`src/hdl/afr_pkg.sv`:
```
package afr_pkg;

   localparam int MAX_BODY_DEFAULT = 255;

   localparam logic [15:0] CRC_INIT = 16'hFFFF;
   localparam logic [15:0] CRC_POLY = 16'hA001;

   localparam logic [7:0] CH_AT    = 8'h40;
   localparam logic [7:0] CH_STAR  = 8'h2A;
   localparam logic [7:0] CH_COMMA = 8'h2C;
   localparam logic [7:0] CH_PLUS  = 8'h2B;
   localparam logic [7:0] CH_MINUS = 8'h2D;
   localparam logic [7:0] CH_ZERO  = 8'h30;
   localparam logic [7:0] CH_NINE  = 8'h39;
   localparam logic [7:0] CH_X_LO  = 8'h78;
   localparam logic [7:0] CH_X_UP  = 8'h58;

   localparam logic [2:0] ERR_OK       = 3'd0;
   localparam logic [2:0] ERR_NO_START = 3'd1;
   localparam logic [2:0] ERR_STAR     = 3'd2;
   localparam logic [2:0] ERR_CRC      = 3'd3;
   localparam logic [2:0] ERR_COMMAS   = 3'd4;
   localparam logic [2:0] ERR_LONG     = 3'd5;

   typedef struct packed {
      logic [7:0] data_byte;
      logic       end_of_line;
   } req_item_type;

   typedef struct packed {
      logic        frame_ok;
      logic [2:0]  error_code;
      logic [7:0]  node_id;
      logic [15:0] seq_number;
      logic [7:0]  sep_offset_1;
      logic [7:0]  sep_offset_2;
      logic [7:0]  sep_offset_3;
      logic [7:0]  sep_offset_4;
      logic [7:0]  body_length;
      logic [15:0] computed_crc;
   } rsp_item_type;

   function automatic logic is_ws(input logic [7:0] b);
      return (b == 8'h20) || (b >= 8'h09 && b <= 8'h0D);
   endfunction

   // {valid, nibble}
   function automatic logic [4:0] hex_digit(input logic [7:0] b);
      logic [4:0] r;
      r = 5'd0;
      if (b >= 8'h30 && b <= 8'h39) begin
         r = {1'b1, b[3:0]};
      end else if ((b >= 8'h61 && b <= 8'h66) || (b >= 8'h41 && b <= 8'h46)) begin
         r = {1'b1, b[3:0] + 4'd9};
      end
      return r;
   endfunction

   function automatic logic [15:0] crc_byte(input logic [15:0] crc, input logic [7:0] b);
      logic [15:0] c;
      c = crc ^ {8'h00, b};
      for (int i = 0; i < 8; i++) begin
         c = c[0] ? ((c >> 1) ^ CRC_POLY) : (c >> 1);
      end
      return c;
   endfunction

endpackage

```
`src/hdl/afr_req_if.sv`:
```
interface afr_req_if;
   logic       valid;
   logic       ready;
   logic [7:0] data_byte;
   logic       end_of_line;

   modport source (output valid, output data_byte, output end_of_line, input ready);
   modport sink (input valid, input data_byte, input end_of_line, output ready);
endinterface

```
`src/hdl/afr_rsp_if.sv`:
```
interface afr_rsp_if;
   logic        valid;
   logic        ready;
   logic        frame_ok;
   logic [2:0]  error_code;
   logic [7:0]  node_id;
   logic [15:0] seq_number;
   logic [7:0]  sep_offset_1;
   logic [7:0]  sep_offset_2;
   logic [7:0]  sep_offset_3;
   logic [7:0]  sep_offset_4;
   logic [7:0]  body_length;
   logic [15:0] computed_crc;

   modport source (output valid, output frame_ok, output error_code, output node_id,
                   output seq_number, output sep_offset_1, output sep_offset_2,
                   output sep_offset_3, output sep_offset_4, output body_length,
                   output computed_crc, input ready);
   modport sink (input valid, input frame_ok, input error_code, input node_id,
                 input seq_number, input sep_offset_1, input sep_offset_2,
                 input sep_offset_3, input sep_offset_4, input body_length,
                 input computed_crc, output ready);
endinterface

```
`src/hdl/ascii_frame_receiver_core.sv`:
```
// ASCII frame receiver: checks "@body*CRC" lines with a CRC-16/MODBUS trailer.
// req_chan carries one raw byte per request with end_of_line on the line's last
// byte. rsp_chan carries one verdict per line: frame_ok, error_code, node id,
// sequence number, first four comma offsets, body length and computed CRC.
// Bytes that are not the last of a line produce no response.
// Timing: a request lands in an input register, the parser updates its state
// from that register, and on the last byte writes the verdict into the
// response register. One byte is taken every cycle unless a last byte is
// held (see Stalls); the byte-wide CRC step and the field parsers sit in the
// single stage between the registers.
// Stalls: while a response waits, body bytes of the next line keep flowing;
// only a last byte held in the input register waits for the response register
// to free up, and req_chan.ready drops for that time.
// Reset (synchronous, active high) empties both registers and returns the
// parser to waiting for the start character; no clearing pass is needed.
module ascii_frame_receiver_core #(
   parameter int MAX_BODY = afr_pkg::MAX_BODY_DEFAULT
) (
   input  logic  clock,
   input  logic  reset,
   afr_req_if.sink   req_chan,
   afr_rsp_if.source rsp_chan
);

   logic                  in_valid_ff, in_valid_in;
   afr_pkg::req_item_type in_item_ff;
   logic                  rsp_valid_ff, rsp_valid_in;
   afr_pkg::rsp_item_type rsp_item_ff;
   afr_pkg::rsp_item_type result;
   logic                  advance;
   logic                  out_free;

   assign out_free = !rsp_valid_ff || rsp_chan.ready;
   assign advance  = in_valid_ff && (!in_item_ff.end_of_line || out_free);

   assign req_chan.ready = !in_valid_ff || advance;
   assign in_valid_in    = req_chan.valid || (in_valid_ff && !advance);
   assign rsp_valid_in   = (rsp_valid_ff && !rsp_chan.ready) ||
                           (advance && in_item_ff.end_of_line);

   afr_parser #(
      .MAX_BODY(MAX_BODY)
   ) u_parser (
      .clock  (clock),
      .reset  (reset),
      .step   (advance),
      .item   (in_item_ff),
      .result (result)
   );

   always_ff @(posedge clock) begin
      if (reset) begin
         in_valid_ff  <= 1'b0;
         rsp_valid_ff <= 1'b0;
      end else begin
         in_valid_ff  <= in_valid_in;
         rsp_valid_ff <= rsp_valid_in;
      end
   end

   always_ff @(posedge clock) begin
      if (req_chan.valid && req_chan.ready) begin
         in_item_ff.data_byte   <= req_chan.data_byte;
         in_item_ff.end_of_line <= req_chan.end_of_line;
      end
      if (advance && in_item_ff.end_of_line) begin
         rsp_item_ff <= result;
      end
   end

   assign rsp_chan.valid        = rsp_valid_ff;
   assign rsp_chan.frame_ok     = rsp_item_ff.frame_ok;
   assign rsp_chan.error_code   = rsp_item_ff.error_code;
   assign rsp_chan.node_id      = rsp_item_ff.node_id;
   assign rsp_chan.seq_number   = rsp_item_ff.seq_number;
   assign rsp_chan.sep_offset_1 = rsp_item_ff.sep_offset_1;
   assign rsp_chan.sep_offset_2 = rsp_item_ff.sep_offset_2;
   assign rsp_chan.sep_offset_3 = rsp_item_ff.sep_offset_3;
   assign rsp_chan.sep_offset_4 = rsp_item_ff.sep_offset_4;
   assign rsp_chan.body_length  = rsp_item_ff.body_length;
   assign rsp_chan.computed_crc = rsp_item_ff.computed_crc;

   // body bytes never wait on the response side
   a_body_flows: assert property (@(posedge clock) disable iff (reset)
      in_valid_ff && !in_item_ff.end_of_line |-> advance)
      else $error("body byte stalled");

   a_verdict_lands: assert property (@(posedge clock) disable iff (reset)
      advance && in_item_ff.end_of_line |=> rsp_valid_ff)
      else $error("verdict lost");

   a_ok_matches_code: assert property (@(posedge clock) disable iff (reset)
      rsp_valid_ff |-> (rsp_item_ff.frame_ok == (rsp_item_ff.error_code == afr_pkg::ERR_OK)))
      else $error("frame_ok disagrees with error_code");

   a_fields_cleared: assert property (@(posedge clock) disable iff (reset)
      rsp_valid_ff && !rsp_item_ff.frame_ok |->
         (rsp_item_ff.node_id == 8'd0 && rsp_item_ff.seq_number == 16'd0))
      else $error("fields leak on a rejected frame");

   a_no_body_on_early_error: assert property (@(posedge clock) disable iff (reset)
      rsp_valid_ff && (rsp_item_ff.error_code == afr_pkg::ERR_NO_START ||
                       rsp_item_ff.error_code == afr_pkg::ERR_STAR) |->
         (rsp_item_ff.body_length == 8'd0 && rsp_item_ff.computed_crc == 16'd0))
      else $error("body snapshot shown without a valid star");

endmodule

```
`src/hdl/afr_parser.sv`:
```
module afr_parser #(
   parameter int MAX_BODY = afr_pkg::MAX_BODY_DEFAULT
) (
   input  logic                  clock,
   input  logic                  reset,
   input  logic                  step,
   input  afr_pkg::req_item_type item,
   output afr_pkg::rsp_item_type result
);

   localparam logic [1:0] PH_WAIT   = 2'd0;
   localparam logic [1:0] PH_BODY   = 2'd1;
   localparam logic [1:0] PH_REJECT = 2'd2;

   localparam logic [1:0] HEX_LEAD   = 2'd0;
   localparam logic [1:0] HEX_ZERO   = 2'd1;
   localparam logic [1:0] HEX_DIGITS = 2'd2;
   localparam logic [1:0] HEX_DONE   = 2'd3;

   localparam logic [1:0] NUM_LEAD = 2'd0;
   localparam logic [1:0] NUM_POS  = 2'd1;
   localparam logic [1:0] NUM_NEG  = 2'd2;
   localparam logic [1:0] NUM_IDLE = 2'd3;

   localparam logic [8:0] MAX_BODY_CNT = 9'(MAX_BODY);

   logic [1:0]      phase_ff, phase_in;
   logic [15:0]     crc_ff, crc_in;
   logic [15:0]     crc_star_ff, crc_star_in;
   logic [8:0]      body_cnt_ff, body_cnt_in;
   logic [8:0]      len_star_ff, len_star_in;
   logic            star_ff, star_in;
   logic            nonspace_ff, nonspace_in;
   logic [15:0]     hex_val_ff, hex_val_in;
   logic [1:0]      hex_ph_ff, hex_ph_in;
   logic [2:0]      comma_cnt_ff, comma_cnt_in;
   logic [2:0]      commas_star_ff, commas_star_in;
   logic [3:0][7:0] offs_ff, offs_in;
   logic [7:0]      node_ff, node_in;
   logic [15:0]     seq_ff, seq_in;
   logic [1:0]      num_ph_ff, num_ph_in;
   logic            too_long_ff, too_long_in;

   always_comb begin
      logic [7:0]  b;
      logic [4:0]  hx;
      logic        dec;
      logic [3:0]  dval;
      logic        num_go;
      logic [7:0]  node_x10;
      logic [15:0] seq_x10;
      logic [2:0]  err;

      phase_in       = phase_ff;
      crc_in         = crc_ff;
      crc_star_in    = crc_star_ff;
      body_cnt_in    = body_cnt_ff;
      len_star_in    = len_star_ff;
      star_in        = star_ff;
      nonspace_in    = nonspace_ff;
      hex_val_in     = hex_val_ff;
      hex_ph_in      = hex_ph_ff;
      comma_cnt_in   = comma_cnt_ff;
      commas_star_in = commas_star_ff;
      offs_in        = offs_ff;
      node_in        = node_ff;
      seq_in         = seq_ff;
      num_ph_in      = num_ph_ff;
      too_long_in    = too_long_ff;

      b      = item.data_byte;
      hx     = afr_pkg::hex_digit(b);
      dec    = (b >= afr_pkg::CH_ZERO) && (b <= afr_pkg::CH_NINE);
      dval   = b[3:0];
      num_go = 1'b0;
      node_x10 = {node_ff[4:0], 3'b000} + {node_ff[6:0], 1'b0};
      seq_x10  = {seq_ff[12:0], 3'b000} + {seq_ff[14:0], 1'b0};

      unique case (phase_ff)
         PH_WAIT: begin
            if (!afr_pkg::is_ws(b)) begin
               if (b == afr_pkg::CH_AT) begin
                  phase_in  = PH_BODY;
                  num_ph_in = NUM_LEAD;
               end else begin
                  phase_in = PH_REJECT;
               end
            end
         end
         PH_BODY: begin
            // every star restarts the trailer; the last one wins
            if (b == afr_pkg::CH_STAR) begin
               crc_star_in    = crc_ff;
               len_star_in    = body_cnt_ff;
               commas_star_in = comma_cnt_ff;
               too_long_in    = body_cnt_ff > MAX_BODY_CNT;
               star_in        = 1'b1;
               nonspace_in    = 1'b0;
               hex_val_in     = 16'd0;
               hex_ph_in      = HEX_LEAD;
            end else if (star_ff) begin
               if (!afr_pkg::is_ws(b)) nonspace_in = 1'b1;
               unique case (hex_ph_ff)
                  HEX_LEAD: begin
                     if (!afr_pkg::is_ws(b)) begin
                        if (b == afr_pkg::CH_ZERO) begin
                           hex_val_in = 16'd0;
                           hex_ph_in  = HEX_ZERO;
                        end else if (hx[4]) begin
                           hex_val_in = {12'd0, hx[3:0]};
                           hex_ph_in  = HEX_DIGITS;
                        end else begin
                           hex_ph_in = HEX_DONE;
                        end
                     end
                  end
                  HEX_ZERO: begin
                     if (b == afr_pkg::CH_X_LO || b == afr_pkg::CH_X_UP) begin
                        hex_ph_in = HEX_DIGITS;
                     end else if (hx[4]) begin
                        hex_val_in = {12'd0, hx[3:0]};
                        hex_ph_in  = HEX_DIGITS;
                     end else begin
                        hex_ph_in = HEX_DONE;
                     end
                  end
                  HEX_DIGITS: begin
                     if (hx[4]) hex_val_in = {hex_val_ff[11:0], hx[3:0]};
                     else hex_ph_in = HEX_DONE;
                  end
                  HEX_DONE: begin
                     hex_ph_in = HEX_DONE;
                  end
                  default: hex_ph_in = HEX_DONE;
               endcase
            end

            if (b == afr_pkg::CH_COMMA && comma_cnt_ff < 3'd4) begin
               offs_in[comma_cnt_ff[1:0]] = body_cnt_ff[8] ? 8'hFF : body_cnt_ff[7:0];
               comma_cnt_in = comma_cnt_ff + 3'd1;
               if (comma_cnt_ff == 3'd0) num_ph_in = NUM_IDLE;
               if (comma_cnt_ff == 3'd3) begin
                  num_ph_in = NUM_LEAD;
                  seq_in    = 16'd0;
               end
            end else if (num_ph_ff != NUM_IDLE) begin
               // only the node field and the field after the fourth comma are numbers
               if (comma_cnt_ff != 3'd0 && comma_cnt_ff != 3'd4) begin
                  num_ph_in = NUM_IDLE;
               end else if (num_ph_ff == NUM_LEAD) begin
                  if (afr_pkg::is_ws(b)) begin
                     num_ph_in = NUM_LEAD;
                  end else if (b == afr_pkg::CH_PLUS) begin
                     num_ph_in = NUM_POS;
                  end else if (b == afr_pkg::CH_MINUS) begin
                     num_ph_in = NUM_NEG;
                  end else if (!dec) begin
                     num_ph_in = NUM_IDLE;
                  end else begin
                     num_ph_in = NUM_POS;
                     num_go    = 1'b1;
                  end
               end else if (!dec) begin
                  num_ph_in = NUM_IDLE;
               end else begin
                  num_go = 1'b1;
               end

               if (num_go) begin
                  if (comma_cnt_ff == 3'd0) begin
                     node_in = (num_ph_in == NUM_NEG) ? node_x10 - {4'd0, dval}
                                                      : node_x10 + {4'd0, dval};
                  end else begin
                     seq_in = (num_ph_in == NUM_NEG) ? seq_x10 - {12'd0, dval}
                                                     : seq_x10 + {12'd0, dval};
                  end
               end
            end

            crc_in = afr_pkg::crc_byte(crc_ff, b);
            if (!body_cnt_ff[8]) body_cnt_in = body_cnt_ff + 9'd1;
         end
         default: begin
            phase_in = phase_ff;
         end
      endcase

      if (phase_in != PH_BODY) begin
         err = afr_pkg::ERR_NO_START;
      end else if (!star_in || len_star_in == 9'd0 || !nonspace_in) begin
         err = afr_pkg::ERR_STAR;
      end else if (too_long_in) begin
         err = afr_pkg::ERR_LONG;
      end else if (hex_val_in != crc_star_in) begin
         err = afr_pkg::ERR_CRC;
      end else if (commas_star_in < 3'd4) begin
         err = afr_pkg::ERR_COMMAS;
      end else begin
         err = afr_pkg::ERR_OK;
      end

      result            = '0;
      result.frame_ok   = (err == afr_pkg::ERR_OK);
      result.error_code = err;
      if (err == afr_pkg::ERR_OK) begin
         result.node_id      = node_in;
         result.seq_number   = seq_in;
         result.sep_offset_1 = offs_in[0];
         result.sep_offset_2 = offs_in[1];
         result.sep_offset_3 = offs_in[2];
         result.sep_offset_4 = offs_in[3];
      end
      if (err != afr_pkg::ERR_NO_START && err != afr_pkg::ERR_STAR) begin
         result.body_length  = len_star_in[8] ? 8'hFF : len_star_in[7:0];
         result.computed_crc = crc_star_in;
      end
   end

   // the line's last byte hands out its verdict and clears everything for the next line
   always_ff @(posedge clock) begin
      if (reset || (step && item.end_of_line)) begin
         phase_ff       <= PH_WAIT;
         crc_ff         <= afr_pkg::CRC_INIT;
         crc_star_ff    <= 16'd0;
         body_cnt_ff    <= 9'd0;
         len_star_ff    <= 9'd0;
         star_ff        <= 1'b0;
         nonspace_ff    <= 1'b0;
         hex_val_ff     <= 16'd0;
         hex_ph_ff      <= HEX_LEAD;
         comma_cnt_ff   <= 3'd0;
         commas_star_ff <= 3'd0;
         offs_ff        <= '0;
         node_ff        <= 8'd0;
         seq_ff         <= 16'd0;
         num_ph_ff      <= NUM_LEAD;
         too_long_ff    <= 1'b0;
      end else if (step) begin
         phase_ff       <= phase_in;
         crc_ff         <= crc_in;
         crc_star_ff    <= crc_star_in;
         body_cnt_ff    <= body_cnt_in;
         len_star_ff    <= len_star_in;
         star_ff        <= star_in;
         nonspace_ff    <= nonspace_in;
         hex_val_ff     <= hex_val_in;
         hex_ph_ff      <= hex_ph_in;
         comma_cnt_ff   <= comma_cnt_in;
         commas_star_ff <= commas_star_in;
         offs_ff        <= offs_in;
         node_ff        <= node_in;
         seq_ff         <= seq_in;
         num_ph_ff      <= num_ph_in;
         too_long_ff    <= too_long_in;
      end
   end

endmodule
```
`src/flat_wrapper.sv`:
```
// flat-port wrapper written by rule: the top's interface ports become plain ports
module ascii_frame_receiver_core_flat 
#(
   parameter int MAX_BODY = afr_pkg::MAX_BODY_DEFAULT
)
  (clock, reset, req_chan_valid, req_chan_data_byte, req_chan_end_of_line, req_chan_ready, rsp_chan_valid, rsp_chan_frame_ok, rsp_chan_error_code, rsp_chan_node_id, rsp_chan_seq_number, rsp_chan_sep_offset_1, rsp_chan_sep_offset_2, rsp_chan_sep_offset_3, rsp_chan_sep_offset_4, rsp_chan_body_length, rsp_chan_computed_crc, rsp_chan_ready);
  afr_req_if req_chan_i ();
  afr_rsp_if rsp_chan_i ();
  input  logic clock;
  input  logic reset;
  input wire logic [$bits(req_chan_i.valid)-1:0] req_chan_valid;
  input wire logic [$bits(req_chan_i.data_byte)-1:0] req_chan_data_byte;
  input wire logic [$bits(req_chan_i.end_of_line)-1:0] req_chan_end_of_line;
  output wire logic [$bits(req_chan_i.ready)-1:0] req_chan_ready;
  output wire logic [$bits(rsp_chan_i.valid)-1:0] rsp_chan_valid;
  output wire logic [$bits(rsp_chan_i.frame_ok)-1:0] rsp_chan_frame_ok;
  output wire logic [$bits(rsp_chan_i.error_code)-1:0] rsp_chan_error_code;
  output wire logic [$bits(rsp_chan_i.node_id)-1:0] rsp_chan_node_id;
  output wire logic [$bits(rsp_chan_i.seq_number)-1:0] rsp_chan_seq_number;
  output wire logic [$bits(rsp_chan_i.sep_offset_1)-1:0] rsp_chan_sep_offset_1;
  output wire logic [$bits(rsp_chan_i.sep_offset_2)-1:0] rsp_chan_sep_offset_2;
  output wire logic [$bits(rsp_chan_i.sep_offset_3)-1:0] rsp_chan_sep_offset_3;
  output wire logic [$bits(rsp_chan_i.sep_offset_4)-1:0] rsp_chan_sep_offset_4;
  output wire logic [$bits(rsp_chan_i.body_length)-1:0] rsp_chan_body_length;
  output wire logic [$bits(rsp_chan_i.computed_crc)-1:0] rsp_chan_computed_crc;
  input wire logic [$bits(rsp_chan_i.ready)-1:0] rsp_chan_ready;
  assign req_chan_i.valid = req_chan_valid;
  assign req_chan_i.data_byte = req_chan_data_byte;
  assign req_chan_i.end_of_line = req_chan_end_of_line;
  assign req_chan_ready = req_chan_i.ready;
  assign rsp_chan_valid = rsp_chan_i.valid;
  assign rsp_chan_frame_ok = rsp_chan_i.frame_ok;
  assign rsp_chan_error_code = rsp_chan_i.error_code;
  assign rsp_chan_node_id = rsp_chan_i.node_id;
  assign rsp_chan_seq_number = rsp_chan_i.seq_number;
  assign rsp_chan_sep_offset_1 = rsp_chan_i.sep_offset_1;
  assign rsp_chan_sep_offset_2 = rsp_chan_i.sep_offset_2;
  assign rsp_chan_sep_offset_3 = rsp_chan_i.sep_offset_3;
  assign rsp_chan_sep_offset_4 = rsp_chan_i.sep_offset_4;
  assign rsp_chan_body_length = rsp_chan_i.body_length;
  assign rsp_chan_computed_crc = rsp_chan_i.computed_crc;
  assign rsp_chan_i.ready = rsp_chan_ready;
  ascii_frame_receiver_core #(.MAX_BODY(MAX_BODY)) u_core (.clock(clock), .reset(reset), .req_chan(req_chan_i), .rsp_chan(rsp_chan_i));
endmodule
```
`config.mk`:
```
export PLATFORM = sky130hd
export DESIGN_NAME = ascii_frame_receiver_core_flat
export DESIGN_NICKNAME = d
export VERILOG_FILES = /design/src/hdl/afr_pkg.sv /design/src/hdl/afr_req_if.sv /design/src/hdl/afr_rsp_if.sv /design/src/hdl/ascii_frame_receiver_core.sv /design/src/hdl/afr_parser.sv /design/src/flat_wrapper.sv
export SDC_FILE = /design/constraint.sdc
export NUM_CORES = 1
export LEC_CHECK = 0
export BUFFER_PORTS_ARGS = -buffer_cell sky130_fd_sc_hd__buf_2
export CORE_MARGIN = 5
export CORE_UTILIZATION = 35
export DETAILED_ROUTE_END_ITERATION = 16
export HOLD_SLACK_MARGIN = 0.15
export PLACE_DENSITY = 0.62
export SLEW_MARGIN = 20
export SYNTH_ARGS = -nofsm -noshare
export SYNTH_HDL_FRONTEND = slang
export SYNTH_SLANG_ARGS = --single-unit
```
`constraint.sdc`:
```
create_clock -name clock -period 4.4 [get_ports clock]
set_input_delay 0.44 -clock clock [delete_from_list [all_inputs] [get_ports clock]]
set_output_delay 0.44 -clock clock [all_outputs]
set_load 0.02 [all_outputs]
```
==> impl_metrics.ini <==
[run_status]
status = finished clean

[synthesis]
synth_commonest_cells = nor2_1, nand2_1, dfxtp_1
ys_async_sr_fraction_pct = 0
syn_nets = 1400
ys_ff_latch = 230
yosysSeqAreaShare_pct = 45.3
ys_warn_count = 0
syn_area_um2 = 12200
synth_area_per_cell_um2 = 9.11
synth-edff-count = 93
synth_top_cell_by_area = edfxtp_1
netlist.area_leader.share_pct = 22.9
synth_cells = 1340
synth_flop_cell = dfxtp_1
synth_cell_types = 76
synth.most_common_cell = nor2_1
synth_area_leaders = edfxtp_1, dfxtp_1, nor2_1

[worst_setup_path]
cp_cell_sequence = buf_4 > ha_1 > o311ai_2 > o21a_1 > o211ai_1 > o2111a_1 > nor4_1 > o2111ai_1 > nor4_4 > nand4b_1 > buf_12 > a211oi_1
crit_slowest_cell = o311ai_2
path_depth = 12
r2r-start = u_core.in_item_ff[1]
slowest_delay_ns = 0.44
cp_top_family = compound AO/OA/AOI/OAI gates
rr_worst_depth = 12
rrSetupSlack_ns = 0.46
start_kind = register
crit_path_end = u_core.rsp_chan.sep_offset_4[2]
cp_max_fo = 57
critical_path_required_ns = 4.75
cp.arrival_ns = 4.29
worstReg2RegEnd = u_core.rsp_chan.sep_offset_4[2]
path_buf_inv = 2
endpoint_kind = register
crit_type = register to register
timing.critical_path.from = u_core.in_item_ff[1]

[clock_tree]
cts_buffers = 26
htreeDepth = 1
post-cts-setup-buffers = 0
clk_pin_slew_ns = 0.06
clk_latency_ns = 0.54
cts_sinks = 230
cts_tree = yes
clk_path_buf_depth = 3
cts-root-buf = clkbuf_16

[final_layout]
area_growth_pct = 15.3
nets = 1477
layout-drive-gt1-share_pct = 13.4
stdcell_area_um2 = 14100
fillCellCount = 3471
diodes = 0
stdcell_count = 1892

[min_path]
min_from = req_chan_valid
worstHoldPathType = input pin to register

[die]
core_um2 = 34500
die_area_um2 = 38700
die_x_um = 197
rows = 68
pin_count = 99
chipHeight_um = 197
start_util_pct = 35.4

[global_route]
grt_start_max_net_pins = 62
grt_pass1_vias = 9580
grt_pass1_wl_um = 52000
grt-ovfl-total = 0
grt_use_total_pct = 16.2
antenna_found_initial = 0

[sta]
setup_tns_ns = 0
fmax_mhz = 254
worstMarginPinSlew_ns = 1.14
slew_viol_final = 0
setup_viol = 0
min_period_over_period_pct = 89.5
fin_skew_ns = 0.0189
slew_headroom_pct = 24.0
hold_viol = 0
rsz0062_at_grt = no
fin_hold_ws_ns = 0.177
period_minus_slack_ns = 3.94

[placement]
port_buffers = 98
hpwl_um = 22600
place_area_um2 = 13200
post-place-cells = 1834
place_congestion = 0.858

[power]
vdd_drop_max_mv = 0.280
p_per_area_nw_per_um2 = 327
leakage_nw = 5.11
total_power_w = 0.00461

[detailed_routing]
first_pass_iters = 5
wirelength_um = 32600
num_vias = 10200
vias_per_cell = 5.37
routedWlPerCell_um = 17.2
drtIter0Drc = 625
antenna_left = 0
route.detailed.drc = 0

[job]
maxCapViolations = 0
-- power breakdown --
| group | internal (W) | leakage, nW | switching, W |
|---|---|---|---|
| Sequential | 0.00223 | 2.12 | 0.0000200 |
| Combinational | 0.0000957 | 2.59 | 0.000170 |
| Clock | 0.00122 | 0.402 | 0.000871 |
-- routing by layer --
metal	part of all wire (%)	vias up	wire, um	track usage (%)
met1	47	4805	15400	23.3
li1	-	5020	-	-
met3	5.7	52	1860	2.62
met2	45	277	14500	25.6
met5	0	-	0	0
met4	2.3	0	751	3.95
-- registers in the layout, indices dropped and copies added, names as in the netlist, 9 cells and up --
name,flops
u_core.u_parser.seq_ff,16
u_core.u_parser.len_star_ff,9
u_core.u_parser.body_cnt_ff,9
u_core.u_parser.crc_ff,16
u_core.in_item_ff,9
u_core.u_parser.hex_val_ff,16
u_core.rsp_chan.seq_number,16
u_core.rsp_chan.computed_crc,16
u_core.u_parser.crc_star_ff,16
u_core.u_parser.offs_ff,32
-- logic make-up after synthesis --
group	synth area share, %
multiplexers	1.98
buffers and inverters	3.72
XOR/XNOR	5.17
adder cells (fa/ha/maj)	5.19
AO/OA/AOI/OAI	20.0
AND/OR/NAND/NOR	18.6
flip-flops	45.3
-- through the flow --
| stage | setup WS, ns | utilization (%) |
|---|---|---|
| after CTS | 0.465 | 40.9 |
| after detailed placement | 0.473 | 38.2 |
| after global routing | 0.0429 | 40.9 |
| after global placement | 0.694 | 38.2 |
| after floorplan | 0.590 | - |
| final | 0.461 | 40.9 |
-- worst register-to-register path: stages (launching register included) --
cell and delay [ns]:
edfxtp_1 0.39, buf_4 0.22, ha_1 0.27, o311ai_2 0.44, o21a_1 0.33, o211ai_1 0.19
o2111a_1 0.19, nor4_1 0.33, o2111ai_1 0.23, nor4_4 0.43, nand4b_1 0.21, buf_12 0.23
a211oi_1 0.31
-- cell type report --
type | count | area [um2] | area share, %
clock buffers | 38 | 737 | 5.24
clock inverters | 10 | 90.1 | 0.640
inverters | 31 | 116 | 0.827
multi-input cells | 996 | 6230 | 44.3
flip-flops and latches | 230 | 5540 | 39.3
well taps | 455 | 569 | 4.04
repair buffers | 132 | 796 | 5.65
-- how the worst min path moves through the flow --
stage | endpoint | slack, ns | depth (start not counted)
3_5_place_dp | u_core.u_parser.commas_star_ff[2] | 0.45 | 2
3_3_place_gp | u_core.u_parser.crc_star_ff[10] | 0.44 | 2
4_1_cts | u_core.in_valid_ff | 0.15 | 3
6_report | u_core.in_valid_ff | 0.18 | 3
2_1_floorplan | u_core.u_parser.commas_star_ff[2] | 0.44 | 2
5_1_grt | u_core.in_valid_ff | 0.17 | 3
-- repair_timing --
item                      CTS  global route
hold buffers               10             0
hold endpoints to repair   11             0
resized for setup           0             0
-- layout by cell type, fill, tap and decap left out, drive strengths merged, types with 5 or more instances in the layout --
cell and n:
a32oi 13, nand3 28, inv 32, dlygate4sd3 10, nand2b 9, o211ai 17
mux2i 23, o21ai 39, and3 9, xnor2 44, a31oi 11, or2 5
nor4 15, clkinv 7, nor2 213, clkbuf 38, edfxtp 93, dfxtp 137
nand4 7, o2111ai 6, a21oi 94, ha 41, a21o 7, xor2 28
a22oi 29, and2 12, nor2b 6, a211oi 86, nand2 140, fa 6
buf 122, o21bai 6, nor3 29, or3 8
Note: power is estimated with default switching activity, not from simulation.
